[config.mk]
export PLATFORM = sky130hd
export DESIGN_NAME = plain_netpbm_pixel_decoder_top
export DESIGN_NICKNAME = d
export VERILOG_FILES = /design/src/rtl/pnpd_pkg.sv /design/src/rtl/pnpd_front.sv /design/src/rtl/pnpd_fifo.sv /design/src/rtl/pnpd_back.sv /design/src/rtl/plain_netpbm_pixel_decoder_top.sv
export SDC_FILE = /design/constraint.sdc
export NUM_CORES = 1
export LEC_CHECK = 0
export ABC_AREA = 1
export BUFFER_PORTS_ARGS = -buffer_cell sky130_fd_sc_hd__clkbuf_2
export CORE_ASPECT_RATIO = 1.2
export CORE_MARGIN = 2
export CORE_UTILIZATION = 45
export DETAILED_ROUTE_END_ITERATION = 16
export PLACE_DENSITY = 0.66
export REMOVE_ABC_BUFFERS = 1
export SYNTH_ARGS = -nofsm -noshare
export SYNTH_HDL_FRONTEND = slang
export SYNTH_SLANG_ARGS = --single-unit
[constraint.sdc]
create_clock -name clk_i -period 9 [get_ports clk_i]
set_input_delay 2.7 -clock clk_i [delete_from_list [all_inputs] [get_ports clk_i]]
set_output_delay 2.7 -clock clk_i [all_outputs]
set_load 0.02 [all_outputs]
[src/rtl/pnpd_pkg.sv]
package pnpd_pkg;

  localparam int unsigned VALUE_BITS = 16;
  localparam int unsigned INDEX_BITS = 24;
  localparam int unsigned CHAN_BITS  = 8;

  localparam logic [7:0] CHAR_LF   = 8'd10;
  localparam logic [7:0] CHAR_HT   = 8'd9;
  localparam logic [7:0] CHAR_VT   = 8'd11;
  localparam logic [7:0] CHAR_FF   = 8'd12;
  localparam logic [7:0] CHAR_CR   = 8'd13;
  localparam logic [7:0] CHAR_SP   = 8'd32;
  localparam logic [7:0] CHAR_HASH = 8'd35;
  localparam logic [7:0] CHAR_P    = 8'd80;
  localparam logic [7:0] CHAR_0    = 8'd48;
  localparam logic [7:0] CHAR_1    = 8'd49;
  localparam logic [7:0] CHAR_2    = 8'd50;
  localparam logic [7:0] CHAR_9    = 8'd57;

  localparam logic [CHAN_BITS-1:0] CHAN_FULL = 8'd255;

  typedef enum logic [1:0] {
    MODE_NONE   = 2'd0,
    MODE_BITMAP = 2'd1,
    MODE_GRAY   = 2'd2,
    MODE_COLOUR = 2'd3
  } mode_e;

  // colour phase codes: which channel of a triple a sample is
  localparam logic [1:0] PH_BLUE  = 2'd0;
  localparam logic [1:0] PH_RED   = 2'd1;
  localparam logic [1:0] PH_GREEN = 2'd2;

  // one sample handed from the parser to the pixel builder
  typedef struct packed {
    logic [VALUE_BITS-1:0] value;
    logic [VALUE_BITS-1:0] maximum;
    logic [15:0]           width;
    logic [15:0]           height;
    mode_e                 mode;
    logic [1:0]            phase;
    logic [INDEX_BITS-1:0] index;
  } sample_t;

endpackage

[src/rtl/pnpd_front.sv]
module pnpd_front (
  input  logic              clk_i,
  input  logic              rst_ni,
  input  logic              accept_i,
  input  logic [7:0]        text_byte_i,
  input  logic              end_of_file_i,
  output logic              sample_push_o,
  output pnpd_pkg::sample_t sample_o
);

  localparam logic [1:0] LP_ORDINARY = 2'd0;
  localparam logic [1:0] LP_MODE     = 2'd1;
  localparam logic [1:0] LP_REST     = 2'd2;

  logic                            line_start_q, line_start_d;
  logic                            skip_q, skip_d;
  logic [1:0]                      lphase_q, lphase_d;
  logic                            mode_seen_q, mode_seen_d;
  pnpd_pkg::mode_e                 mode_q, mode_d;
  logic [1:0]                      hdr_q, hdr_d;
  logic [pnpd_pkg::VALUE_BITS-1:0] width_q, width_d;
  logic [pnpd_pkg::VALUE_BITS-1:0] height_q, height_d;
  logic [pnpd_pkg::VALUE_BITS-1:0] max_q, max_d;
  logic [pnpd_pkg::VALUE_BITS-1:0] acc_q, acc_d;
  logic                            in_tok_q, in_tok_d;
  logic [1:0]                      cphase_q, cphase_d;
  logic [pnpd_pkg::INDEX_BITS-1:0] pix_q, pix_d;

  logic                            is_nl, is_digit, is_space;
  logic                            tok_end;
  logic [pnpd_pkg::VALUE_BITS-1:0] tok_val;
  logic [pnpd_pkg::VALUE_BITS-1:0] acc_base;
  logic [pnpd_pkg::VALUE_BITS+3:0] acc_next;
  logic [pnpd_pkg::VALUE_BITS+3:0] digit_ext;

  assign is_nl    = (text_byte_i == pnpd_pkg::CHAR_LF);
  assign is_digit = (text_byte_i >= pnpd_pkg::CHAR_0) && (text_byte_i <= pnpd_pkg::CHAR_9);
  assign is_space = (text_byte_i == pnpd_pkg::CHAR_SP) || (text_byte_i == pnpd_pkg::CHAR_HT) ||
                    (text_byte_i == pnpd_pkg::CHAR_LF) || (text_byte_i == pnpd_pkg::CHAR_VT) ||
                    (text_byte_i == pnpd_pkg::CHAR_FF) || (text_byte_i == pnpd_pkg::CHAR_CR);

  assign acc_base  = in_tok_q ? acc_q : '0;
  assign digit_ext = {{(pnpd_pkg::VALUE_BITS){1'b0}}, text_byte_i[3:0]};
  // acc*10 + digit
  assign acc_next  = {1'b0, acc_base, 3'b000} + {3'b000, acc_base, 1'b0} + digit_ext;

  always_comb begin
    line_start_d  = line_start_q;
    skip_d        = skip_q;
    lphase_d      = lphase_q;
    mode_seen_d   = mode_seen_q;
    mode_d        = mode_q;
    hdr_d         = hdr_q;
    width_d       = width_q;
    height_d      = height_q;
    max_d         = max_q;
    acc_d         = acc_q;
    in_tok_d      = in_tok_q;
    cphase_d      = cphase_q;
    pix_d         = pix_q;
    tok_end       = 1'b0;
    sample_push_o = 1'b0;
    sample_o      = '0;

    if (skip_q) begin
      if (is_nl) begin
        skip_d       = 1'b0;
        line_start_d = 1'b1;
      end
    end else if (lphase_q == LP_MODE) begin
      mode_d      = (text_byte_i == pnpd_pkg::CHAR_1) ? pnpd_pkg::MODE_BITMAP :
                    (text_byte_i == pnpd_pkg::CHAR_2) ? pnpd_pkg::MODE_GRAY :
                                                        pnpd_pkg::MODE_COLOUR;
      mode_seen_d = 1'b1;
      if (is_nl) begin
        lphase_d     = LP_ORDINARY;
        line_start_d = 1'b1;
      end else begin
        lphase_d = LP_REST;
      end
    end else if (lphase_q == LP_REST) begin
      if (is_nl) begin
        lphase_d     = LP_ORDINARY;
        line_start_d = 1'b1;
      end
    end else if (line_start_q && text_byte_i == pnpd_pkg::CHAR_HASH) begin
      line_start_d = 1'b0;
      skip_d       = 1'b1;
    end else if (line_start_q && text_byte_i == pnpd_pkg::CHAR_P) begin
      // new image: drop header and pixel progress
      line_start_d = 1'b0;
      lphase_d     = LP_MODE;
      hdr_d        = '0;
      width_d      = '0;
      height_d     = '0;
      max_d        = '0;
      acc_d        = '0;
      in_tok_d     = 1'b0;
      cphase_d     = pnpd_pkg::PH_BLUE;
      pix_d        = '0;
    end else begin
      line_start_d = is_nl;
      if (mode_seen_q) begin
        if (is_digit) begin
          acc_d    = (acc_next[pnpd_pkg::VALUE_BITS+3:pnpd_pkg::VALUE_BITS] != '0) ?
                     '1 : acc_next[pnpd_pkg::VALUE_BITS-1:0];
          in_tok_d = 1'b1;
        end else if (is_space && in_tok_q) begin
          tok_end = 1'b1;
        end
      end
    end

    // end of file flushes a token still open
    if (end_of_file_i && in_tok_d) begin
      tok_end = 1'b1;
    end

    tok_val = acc_d;
    if (tok_end) begin
      in_tok_d = 1'b0;
      acc_d    = '0;
      if (hdr_d == 2'd0) begin
        width_d = tok_val;
        hdr_d   = 2'd1;
      end else if (hdr_d == 2'd1) begin
        height_d = tok_val;
        hdr_d    = 2'd2;
      end else if (hdr_d == 2'd2 && mode_d != pnpd_pkg::MODE_BITMAP) begin
        max_d = tok_val;
        hdr_d = 2'd3;
      end else begin
        sample_push_o    = accept_i;
        sample_o.value   = tok_val;
        sample_o.maximum = max_d;
        sample_o.width   = width_d;
        sample_o.height  = height_d;
        sample_o.mode    = mode_d;
        sample_o.phase   = cphase_d;
        sample_o.index   = pix_d;
        if (mode_d == pnpd_pkg::MODE_COLOUR && cphase_d != pnpd_pkg::PH_GREEN) begin
          cphase_d = cphase_d + 2'd1;
        end else begin
          cphase_d = pnpd_pkg::PH_BLUE;
          pix_d    = pix_d + 1'b1;
        end
      end
    end

    if (end_of_file_i) begin
      line_start_d = 1'b1;
      skip_d       = 1'b0;
      lphase_d     = LP_ORDINARY;
      mode_seen_d  = 1'b0;
      mode_d       = pnpd_pkg::MODE_NONE;
      hdr_d        = '0;
      width_d      = '0;
      height_d     = '0;
      max_d        = '0;
      acc_d        = '0;
      in_tok_d     = 1'b0;
      cphase_d     = pnpd_pkg::PH_BLUE;
      pix_d        = '0;
    end
  end

  always_ff @(posedge clk_i or negedge rst_ni) begin
    if (!rst_ni) begin
      line_start_q <= 1'b1;
      skip_q       <= 1'b0;
      lphase_q     <= LP_ORDINARY;
      mode_seen_q  <= 1'b0;
      mode_q       <= pnpd_pkg::MODE_NONE;
      hdr_q        <= '0;
      width_q      <= '0;
      height_q     <= '0;
      max_q        <= '0;
      acc_q        <= '0;
      in_tok_q     <= 1'b0;
      cphase_q     <= pnpd_pkg::PH_BLUE;
      pix_q        <= '0;
    end else if (accept_i) begin
      line_start_q <= line_start_d;
      skip_q       <= skip_d;
      lphase_q     <= lphase_d;
      mode_seen_q  <= mode_seen_d;
      mode_q       <= mode_d;
      hdr_q        <= hdr_d;
      width_q      <= width_d;
      height_q     <= height_d;
      max_q        <= max_d;
      acc_q        <= acc_d;
      in_tok_q     <= in_tok_d;
      cphase_q     <= cphase_d;
      pix_q        <= pix_d;
    end
  end

endmodule

[src/rtl/pnpd_fifo.sv]
module pnpd_fifo (
  input  logic              clk_i,
  input  logic              rst_ni,
  input  logic              push_i,
  input  pnpd_pkg::sample_t data_i,
  output logic              full_o,
  input  logic              pop_i,
  output logic              empty_o,
  output pnpd_pkg::sample_t data_o
);

  localparam int unsigned DEPTH = 4;

  pnpd_pkg::sample_t mem_q [DEPTH];
  logic [1:0]        wr_ptr_q, wr_ptr_d;
  logic [1:0]        rd_ptr_q, rd_ptr_d;
  logic [2:0]        count_q, count_d;

  assign full_o  = (count_q == 3'(DEPTH));
  assign empty_o = (count_q == '0);
  assign data_o  = mem_q[rd_ptr_q];

  always_comb begin
    wr_ptr_d = wr_ptr_q + 2'(push_i);
    rd_ptr_d = rd_ptr_q + 2'(pop_i);
    count_d  = count_q + 3'(push_i) - 3'(pop_i);
  end

  always_ff @(posedge clk_i) begin
    if (push_i) begin
      mem_q[wr_ptr_q] <= data_i;
    end
  end

  always_ff @(posedge clk_i or negedge rst_ni) begin
    if (!rst_ni) begin
      wr_ptr_q <= '0;
      rd_ptr_q <= '0;
      count_q  <= '0;
    end else begin
      wr_ptr_q <= wr_ptr_d;
      rd_ptr_q <= rd_ptr_d;
      count_q  <= count_d;
    end
  end

endmodule

[src/rtl/pnpd_back.sv]
module pnpd_back (
  input  logic              clk_i,
  input  logic              rst_ni,
  input  logic              q_empty_i,
  input  pnpd_pkg::sample_t q_data_i,
  output logic              q_pop_o,
  input  logic              pop_i,
  output logic              empty_o,
  output logic [7:0]        red_o,
  output logic [7:0]        green_o,
  output logic [7:0]        blue_o,
  output logic [23:0]       pixel_index_o,
  output logic [15:0]       image_width_o,
  output logic [15:0]       image_height_o,
  output logic              scale_error_o
);

  localparam logic [1:0] ST_IDLE = 2'd0;
  localparam logic [1:0] ST_CALC = 2'd1;
  localparam logic [1:0] ST_DIV  = 2'd2;
  localparam logic [1:0] ST_FIN  = 2'd3;

  localparam int unsigned VB = pnpd_pkg::VALUE_BITS;
  localparam int unsigned CB = pnpd_pkg::CHAN_BITS;

  logic [1:0]        state_q, state_d;
  pnpd_pkg::sample_t ent_q;
  logic [VB-1:0]     rem_q, rem_d;
  logic [CB-1:0]     quo_q, quo_d;
  logic [2:0]        cnt_q, cnt_d;
  logic [CB-1:0]     held_blue_q, held_red_q;
  logic              out_valid_q, out_valid_d;
  logic [7:0]        red_q, green_q, blue_q;
  logic [23:0]       index_q;
  logic [15:0]       width_q, height_q;
  logic              err_q;

  logic [VB+CB-1:0]  num;
  logic [VB:0]       trial, diff;
  logic              ge;
  logic              zero_max, emits, out_write, err_now;

  // v*255 as (v << 8) - v
  assign num   = {ent_q.value, {CB{1'b0}}} - {{CB{1'b0}}, ent_q.value};
  assign trial = {rem_q, quo_q[CB-1]};
  assign ge    = trial >= {1'b0, ent_q.maximum};
  assign diff  = trial - {1'b0, ent_q.maximum};

  assign zero_max  = (ent_q.maximum == '0);
  assign emits     = (ent_q.mode != pnpd_pkg::MODE_COLOUR) || (ent_q.phase == pnpd_pkg::PH_GREEN);
  assign out_write = (state_q == ST_FIN) && emits && (!out_valid_q || pop_i);
  assign err_now   = (ent_q.mode != pnpd_pkg::MODE_BITMAP) && zero_max;
  assign q_pop_o   = (state_q == ST_IDLE) && !q_empty_i;

  always_comb begin
    state_d = state_q;
    rem_d   = rem_q;
    quo_d   = quo_q;
    cnt_d   = cnt_q;
    case (state_q)
      ST_IDLE: begin
        if (!q_empty_i) begin
          state_d = ST_CALC;
        end
      end
      ST_CALC: begin
        if (ent_q.mode == pnpd_pkg::MODE_BITMAP) begin
          quo_d   = (ent_q.value == '0) ? pnpd_pkg::CHAN_FULL : '0;
          state_d = ST_FIN;
        end else if (zero_max || ent_q.value >= ent_q.maximum) begin
          quo_d   = pnpd_pkg::CHAN_FULL;
          state_d = ST_FIN;
        end else begin
          // quotient fits in 8 bits since v < max
          rem_d   = num[VB+CB-1:CB];
          quo_d   = num[CB-1:0];
          cnt_d   = '0;
          state_d = ST_DIV;
        end
      end
      ST_DIV: begin
        rem_d = ge ? diff[VB-1:0] : trial[VB-1:0];
        quo_d = {quo_q[CB-2:0], ge};
        cnt_d = cnt_q + 3'd1;
        if (cnt_q == 3'(CB - 1)) begin
          state_d = ST_FIN;
        end
      end
      ST_FIN: begin
        if (!emits || out_write) begin
          state_d = ST_IDLE;
        end
      end
      default: begin
        state_d = ST_IDLE;
      end
    endcase
  end

  always_comb begin
    out_valid_d = out_valid_q;
    if (out_write) begin
      out_valid_d = 1'b1;
    end else if (pop_i) begin
      out_valid_d = 1'b0;
    end
  end

  always_ff @(posedge clk_i or negedge rst_ni) begin
    if (!rst_ni) begin
      state_q     <= ST_IDLE;
      out_valid_q <= 1'b0;
    end else begin
      state_q     <= state_d;
      out_valid_q <= out_valid_d;
    end
  end

  always_ff @(posedge clk_i) begin
    rem_q <= rem_d;
    quo_q <= quo_d;
    cnt_q <= cnt_d;
    if (q_pop_o) begin
      ent_q <= q_data_i;
    end
    if (state_q == ST_FIN && !emits) begin
      if (ent_q.phase == pnpd_pkg::PH_BLUE) begin
        held_blue_q <= quo_q;
      end else begin
        held_red_q <= quo_q;
      end
    end
    if (out_write) begin
      if (ent_q.mode == pnpd_pkg::MODE_COLOUR) begin
        red_q  <= held_red_q;
        blue_q <= held_blue_q;
      end else begin
        red_q  <= quo_q;
        blue_q <= quo_q;
      end
      green_q  <= quo_q;
      index_q  <= ent_q.index;
      width_q  <= ent_q.width;
      height_q <= ent_q.height;
      err_q    <= err_now;
    end
  end

  assign empty_o        = !out_valid_q;
  assign red_o          = red_q;
  assign green_o        = green_q;
  assign blue_o         = blue_q;
  assign pixel_index_o  = index_q;
  assign image_width_o  = width_q;
  assign image_height_o = height_q;
  assign scale_error_o  = err_q;

endmodule

[src/rtl/plain_netpbm_pixel_decoder_top.sv]
// Plain (ASCII) PBM/PGM/PPM pixel decoder. File text enters one byte per transfer on the
// push side; decoded pixels leave on the pop side, one per transfer, in file order. The
// parser takes a byte every cycle while its four-entry sample queue has room; full rises
// only when the pixel builder falls behind. The builder needs no division for a bitmap,
// a zero maximum or a sample at or above the maximum, and otherwise sends v*255/max
// through its 8-step restoring divider, which sets the sustained rate for gray and
// colour images. Mark the last byte of a file with end_of_file_i: it flushes an
// open token and returns the decoder to its reset state. Width, height and the maximum
// saturate at 65535; pixel_index_o counts from zero and restarts at every 'P' line.
module plain_netpbm_pixel_decoder_top (
  input  logic        clk_i,
  input  logic        rst_ni,
  input  logic        push,
  output logic        full,
  input  logic [7:0]  text_byte_i,
  input  logic        end_of_file_i,
  output logic        empty,
  input  logic        pop,
  output logic [7:0]  red_o,
  output logic [7:0]  green_o,
  output logic [7:0]  blue_o,
  output logic [23:0] pixel_index_o,
  output logic [15:0] image_width_o,
  output logic [15:0] image_height_o,
  output logic        scale_error_o
);

  logic              accept;
  logic              q_push, q_full, q_pop, q_empty;
  pnpd_pkg::sample_t q_wdata, q_rdata;

  assign full   = q_full;
  assign accept = push && !q_full;

  pnpd_front u_front (
    .clk_i         (clk_i),
    .rst_ni        (rst_ni),
    .accept_i      (accept),
    .text_byte_i   (text_byte_i),
    .end_of_file_i (end_of_file_i),
    .sample_push_o (q_push),
    .sample_o      (q_wdata)
  );

  pnpd_fifo u_fifo (
    .clk_i   (clk_i),
    .rst_ni  (rst_ni),
    .push_i  (q_push),
    .data_i  (q_wdata),
    .full_o  (q_full),
    .pop_i   (q_pop),
    .empty_o (q_empty),
    .data_o  (q_rdata)
  );

  pnpd_back u_back (
    .clk_i          (clk_i),
    .rst_ni         (rst_ni),
    .q_empty_i      (q_empty),
    .q_data_i       (q_rdata),
    .q_pop_o        (q_pop),
    .pop_i          (pop),
    .empty_o        (empty),
    .red_o          (red_o),
    .green_o        (green_o),
    .blue_o         (blue_o),
    .pixel_index_o  (pixel_index_o),
    .image_width_o  (image_width_o),
    .image_height_o (image_height_o),
    .scale_error_o  (scale_error_o)
  );

  a_no_overflow: assert property (@(posedge clk_i) disable iff (!rst_ni)
    q_push |-> !q_full)
    else $error("sample queue written while full");

  a_no_underflow: assert property (@(posedge clk_i) disable iff (!rst_ni)
    q_pop |-> !q_empty)
    else $error("sample queue read while empty");

  a_err_saturates: assert property (@(posedge clk_i) disable iff (!rst_ni)
    (!empty && scale_error_o) |->
      (red_o == 8'd255 && green_o == 8'd255 && blue_o == 8'd255))
    else $error("scale error pixel not forced to full scale");

endmodule

; Yosys cells after proc, flatten, opt, wreduce, memory -nomap -nowiden
; Memories as Yosys holds them, arrays and structs flattened. A register that Yosys moved wholly into a read port is not among the register bits.
; Cells that the tools add are included.
[classes]
add_sub_neg = 11
n_bitwise = 1
n_lt_le_gt_ge = 4
shift = 0
n_div = 0
reduce_logical = 43
n_mul = 0
n_eq_ne = 35
muxes = 148
[ops]
columns = operator, n
row1 = $mux W16, 41
row2 = $mux W92, 4
row3 = $mux W24, 11
row4 = $mux W2, 37
row5 = $mux W1, 44
row6 = $eq A8 B4 Y1 const B, 5
row7 = $mux W8, 5
row8 = $eq A8 B6 Y1 const B, 4
row9 = $logic_not A16 Y1, 2
row10 = $pmux W16 S2, 1
row11 = $add A24 B1 Y24 const B, 1
row12 = $sub A24 B16 Y24, 1
row13 = $add A19 B17 Y20, 1
row14 = $add A20 B4 Y20, 1
row15 = $ge A17 B16 Y1, 1
row16 = $ge A16 B16 Y1, 1
row17 = $pmux W8 S2, 1
row18 = $sub A16 B16 Y16, 1
row19 = $eq A2 B2 Y1 const B, 7
row20 = $logic_and A1 B1 Y1, 13
row21 = $ne A2 B2 Y1 const B, 6
row22 = $logic_or A1 B1 Y1, 9
row23 = $reduce_and A3 Y1, 3
row24 = $eq A2 B1 Y1 const B, 4
row25 = other kinds (22), 38
[totals]
word_cells = 273
out_inout_bits = 83
romBits = 0
regBits = 234
input_bits = 13
n_memories = 1
ramBits = 368
latch_bits = 0
[memory_table]
columns = memory, words, width, rd, rd_clocked_by_memory_dff, wr, line
row1 = u_fifo.mem_q, 4, 92, 1, 1, 1, pnpd_fifo.sv:14  ; pnpd_pkg::sample_t mem_q [DEPTH];

; Depth between registers and ports, before layout
[logic_depth]
word_depth = 19
mapped_depth = 24
mapped_depth_nobuf = 22

; By module
; From an unflattened synthesis, not the netlist that was laid out.
[hier_totals]
hier_cells = 3693
area_unflattened_um2 = 34042.6
[modules_own_cells]
columns = mod, cells_per_inst, n_inst, area_per_inst_um2, seq_area_each_um2
row1 = pnpd_fifo, 1478, 1, 15835.2, 11225.8
row2 = pnpd_back, 873, 1, 9889.5, 6561.3
row3 = pnpd_front, 1340, 1, 8308.0, 2503.7
row4 = plain_netpbm_pixel_decoder_top, 2, 1, 10.0, 0.0

; Least setup slack after synthesis
; Ideal clock, no wire load.
[synth_path]
kind = input to register
startpoint = in text_byte_i[7]
endpoint = mem u_fifo.mem_q[0][0] in the netlist's numbering, enable pin
slack_ns = -1.840
path_stages = 14
t_arrival_ns = 10.184
required_time_ns = 8.344
n_path_buf = 1
cell_sequence = inv_1 > nand2_1 > nor3_1 > nand2_1 > nand3_1 > nand2_1 > inv_1 > nand2_2 > nand2_8 > buf_6 > inv_2 > nor2_4 > nand2_2 > nor3_1
[synth_between]
elab_chain_cells = 19
elab_cells_between_ends = 58
[synth_lines]
columns = element, line
row1 = from (decl), plain_netpbm_pixel_decoder_top.sv:15  ; input logic [7:0] text_byte_i,
row2 = $eq A8 B6 Y1 or $eq A8 B4 Y1 (tied branches), pnpd_front.sv:38  ; assign is_space = (text_byte_i == pnpd_pkg::CHAR_SP) || (text_byte_i == pnpd_pkg::CHAR_HT) ||
row3 = $logic_or A1 B1 Y1 (2 in series), pnpd_front.sv:38
row4 = $logic_or A1 B1 Y1 (2 in series), pnpd_front.sv:39  ; (text_byte_i == pnpd_pkg::CHAR_LF) || (text_byte_i == pnpd_pkg::CHAR_VT) ||
row5 = $logic_or A1 B1 Y1, pnpd_front.sv:40  ; (text_byte_i == pnpd_pkg::CHAR_FF) || (text_byte_i == pnpd_pkg::CHAR_CR);
row6 = $logic_and A1 B1 Y1, pnpd_front.sv:108  ; end else if (is_space && in_tok_q) begin
row7 = $mux W1, pnpd_front.sv:108
row8 = $mux W1, pnpd_front.sv:104  ; if (is_digit) begin
row9 = $mux W1, pnpd_front.sv:103  ; if (mode_seen_q) begin
row10 = $mux W1, pnpd_front.sv:89  ; end else if (line_start_q && text_byte_i == pnpd_pkg::CHAR_P) begin
row11 = $mux W1, pnpd_front.sv:86  ; end else if (line_start_q && text_byte_i == pnpd_pkg::CHAR_HASH) begin
row12 = $mux W1, pnpd_front.sv:81  ; end else if (lphase_q == LP_REST) begin
row13 = $mux W1, pnpd_front.sv:70  ; end else if (lphase_q == LP_MODE) begin
row14 = $mux W1, pnpd_front.sv:65  ; if (skip_q) begin
row15 = $mux W1, pnpd_front.sv:115  ; if (end_of_file_i && in_tok_d) begin
row16 = $mux W1 (*), pnpd_front.sv:120  ; if (tok_end) begin
row17 = $mux W1 (*), pnpd_fifo.sv:30  ; if (push_i) begin
row18 = $mux W1 (implied by the code) (*), pnpd_fifo.sv:31  ; mem_q[wr_ptr_q] <= data_i;
row19 = to (decl), pnpd_fifo.sv:14
; Mark *: on every way between the ends. The rest lies on a longest branch, timed or not.

; Final worst setup path
[layout_path]
startpoint = in text_byte_i[3]
endpoint = mem u_fifo.mem_q[0][10] in the netlist's numbering, enable pin
; The elaborated chain is that of the path after synthesis.

==> impl_metrics.env <==
export IMPL_fmax_mhz=176.8
export IMPL_cts_sinks=694
export IMPL_drv_cap=0
export IMPL_hp_class="reg2reg"
export IMPL_place_ws_ps=2746
export IMPL_worst_slack_ps=3345
export IMPL_totalWireLength_mm=74.98
export IMPL_worst_path_stages=14
export IMPL_worstSetupEndpointType="flop"
export IMPL_slew_viol_final=0
export IMPL_drc=0
export IMPL_die_area_um2=71730
export IMPL_wl_per_cell_um=18.76
export IMPL_ctsLongestPathBuffers=3
export IMPL_finalCriticalPeriod_ps=5655
export IMPL_nets=3134
export IMPL_drive_gt1_frac=0.09653
export IMPL_antenna_found_initial=0
export IMPL_p_leak_uw=0.01363
export IMPL_clk_latency_ps=620
export IMPL_avgSynthCellArea_um2=10.59
export IMPL_io_buffers=95
export IMPL_vias=21745
export IMPL_crit_path_max_incr_delay_ps=780
export IMPL_postPlaceCellArea_um2=32690
export IMPL_place_gp_congestion=0.8764
export IMPL_synthTopCellsByArea="edfxtp_1 (56%), dfrtp_1 (8.7%), nand2_1 (6.5%)"
export IMPL_status="finished clean"
export IMPL_ff2ff_path_depth=15
export IMPL_ys_ff_latch=694
export IMPL_grt_max_degree=105
export IMPL_grt_setup_unrepaired="no"
export IMPL_diodes=0
export IMPL_area_delta_synth_final_pct=11.82
export IMPL_grt_pass1_vias=21454
export IMPL_start_kind="primary input"
export IMPL_whs_path_depth=0
export IMPL_die_h_um=293.0
export IMPL_dp_final_hpwl_mm=47.83
export IMPL_path_common_cell="nand2_1"
export IMPL_cts_max_level=3
export IMPL_postCtsHoldBufs=0
export IMPL_postLayoutCellArea_um2=35020
export IMPL_dr_pass1_iters=6
export IMPL_setup_viol=0
export IMPL_grt_pass1_wl_mm=117.0
export IMPL_synth_top_area_cell="edfxtp_1"
export IMPL_cts_setup_buffers=0
export IMPL_yosysUniqueCellTypes=53
export IMPL_clkTransAtPathRegs_ps=60
export IMPL_rows=105
export IMPL_cpMaxStageDelayCell="buf_4"
export IMPL_drt_first_iter_violations=1850
export IMPL_cts_tree="built"
export IMPL_hold_violations=0
export IMPL_die_w_um=244.8
export IMPL_core_area_um2=68580
export IMPL_netlist_instances=2958
export IMPL_num_io_pins=96
export IMPL_start_util=0.4567
export IMPL_cts_root_buf="clkbuf_16"
export IMPL_synth_area_um2=31320
export IMPL_peakVddDrop_mv=0.1855
export IMPL_worstPathMaxFanout=65
export IMPL_crit_chain="clkbuf_2 > nor2_1 > nand2_1 > inv_1 > nand3_2 > buf_4 > nand2_1 > nor2_1 > nand2_1 > nand2_1 > nor2_4 > nand2_2 > nor3_2 > buf_4"
export IMPL_yosysWarnings=0
export IMPL_grt_usage=0.2084
export IMPL_fin_hold_ws_ps=416.6
export IMPL_synth_seq_area_share=0.6479
export IMPL_ant_nets=0
export IMPL_grt_overflow=0
export IMPL_synth_top_area_share=0.5600
export IMPL_power_density_nw_per_um2=310.4
export IMPL_path_delay_family="simple AND/OR/NAND/NOR gates"
export IMPL_numCtsBuffers=69
export IMPL_tightestPinTransition_ps=1166
export IMPL_fin_util=0.5106
export IMPL_fin_skew_ps=26.39
export IMPL_crit_arrival_ps=5880
export IMPL_cts_resized=0
export IMPL_path_class="in2reg"
export IMPL_via_per_inst=5.442
export IMPL_crit_buf_inv=4
export IMPL_crit_required_ps=9230
export IMPL_final_period_utilization=0.6283
export IMPL_slew_headroom=0.2227
[worst paths after layout]
| kind | startpoint | end | slack, ps |
|---|---|---|---|
| worst max-delay path | text_byte_i[3] | u_fifo.mem_q[0][10] | 3350 |
| worst min-delay path | u_back.ent_q[30] | u_back.image_height_o[2] | 420 |
| worst max register to register | u_front.lphase_q[1] | u_fifo.mem_q[0][10] | 4830 |
| worst min register to register | u_back.ent_q[30] | u_back.image_height_o[2] | 420 |
| max in group asynchronous | rst_ni | u_front.height_q[6] | 5480 |
| min in group asynchronous | rst_ni | u_fifo.rd_ptr_q[0] | 2250 |
[Yosys cell counts, drive strengths merged]
library cell	number
a21o	5
a21oi	123
a2bb2oi	1
a311oi	1
a31oi	13
a41oi	1
and3	2
buf	27
clkbuf	90
clkinv	3
dfrtp	109
dfstp	1
edfxtp	584
fa	4
ha	87
inv	297
nand2	562
nand3	100
nand3b	5
nand4	23
nor2	396
nor3	30
nor3b	1
nor4	5
o2111ai	1
o211ai	9
o21a	1
o21ai	319
o21bai	5
o22ai	105
o31ai	7
o32ai	1
or2	4
xnor2	13
xor2	23
[cell usage in the layout (no fill, tap or decap), types with 6 or more instances in the layout]
cell type  instances
edfxtp_1         584
nand2_1          543
nor2_1           385
inv_1            281
o21ai_0          276
a21oi_1          123
dfrtp_1          107
o22ai_1          105
nand3_1           94
clkbuf_2          94
ha_1              87
clkbuf_16         70
o21ai_1           39
nor3_1            25
xor2_1            23
buf_4             23
nand4_1           22
inv_2             14
nand2_2           14
xnor2_1           13
clkinv_2          13
a31oi_1           12
clkinv_1          11
clkbuf_1          11
o211ai_1           9
o31ai_1            7
bufinv_16          7
nor2_4             6
inv_6              6
[kinds of logic (layout without fill, tap and decap cells)]
logic type / after synthesis / count (layout) / share of synthesized area
AOI/OAI and AO/OA: 592 / 592 / 0.1028
DFF: 694 / 694 / 0.6479
xor gates and xnor gates: 36 / 36 / 0.01007
buffers and inverters: 417 / 546 / 0.05190
and+or+nand+nor: 1128 / 1128 / 0.1500
adders and majority gates: 91 / 91 / 0.03732
[worst register-to-register path: cells and delay by family, from the launching register on]
kind | cells | cell delay (ps)
flip-flops | 1 | 350
adder cells (fa/ha/maj) | 1 | 200
AND/OR/NAND/NOR | 10 | 1840
buffers and inverters | 4 | 1310
[area by class of cell]
cell class | instances | area (µm²)
timing repair buffer | 118 | 663.1
tap | 909 | 1137
clock buffer | 84 | 1834
multi-input combinational | 1847 | 9467
sequential | 694 | 20300
clock inverter | 44 | 491.7
inverter | 300 | 1130
fill | 5969 | 33560
[state kept, by name, indices dropped and copies added, names as in the netlist, 16 cells and up]
register,flops
u_front.width_q,16
u_back.ent_q,92
u_back.rem_q,16
u_front.pix_q,24
u_back.image_width_o,16
u_fifo.mem_q,368
u_front.acc_q,16
u_front.height_q,16
u_back.image_height_o,16
u_front.max_q,16
u_back.pixel_index_o,24
[report_power, final]
part / leakage, µW / switching (µW) / internal, µW
clock network: 0.00113 / 1240 / 1680
registers: 0.00703 / 287 / 4250
logic: 0.00547 / 2410 / 1000
total: 0.0136 / 3940 / 6930
[stage by stage]
step	setup TNS [ps]	power, µW	cells
CTS	0	10950	3996
floorplan	-960220	6891	2841
global route	0	11520	3996
global placement	0	7897	3868
finish	0	10870	3996
detailed placement	0	8020	3868
[per-layer routing]
layer	part of all wire	vias up	GRT usage
met5	0	-	0
met4	0.033	0	0.08477
met3	0.048	148	0.02749
met2	0.50	658	0.3614
met1	0.42	10590	0.2637
li1	-	10349	-
No activity file was read; power rests on OpenSTA's default activity.
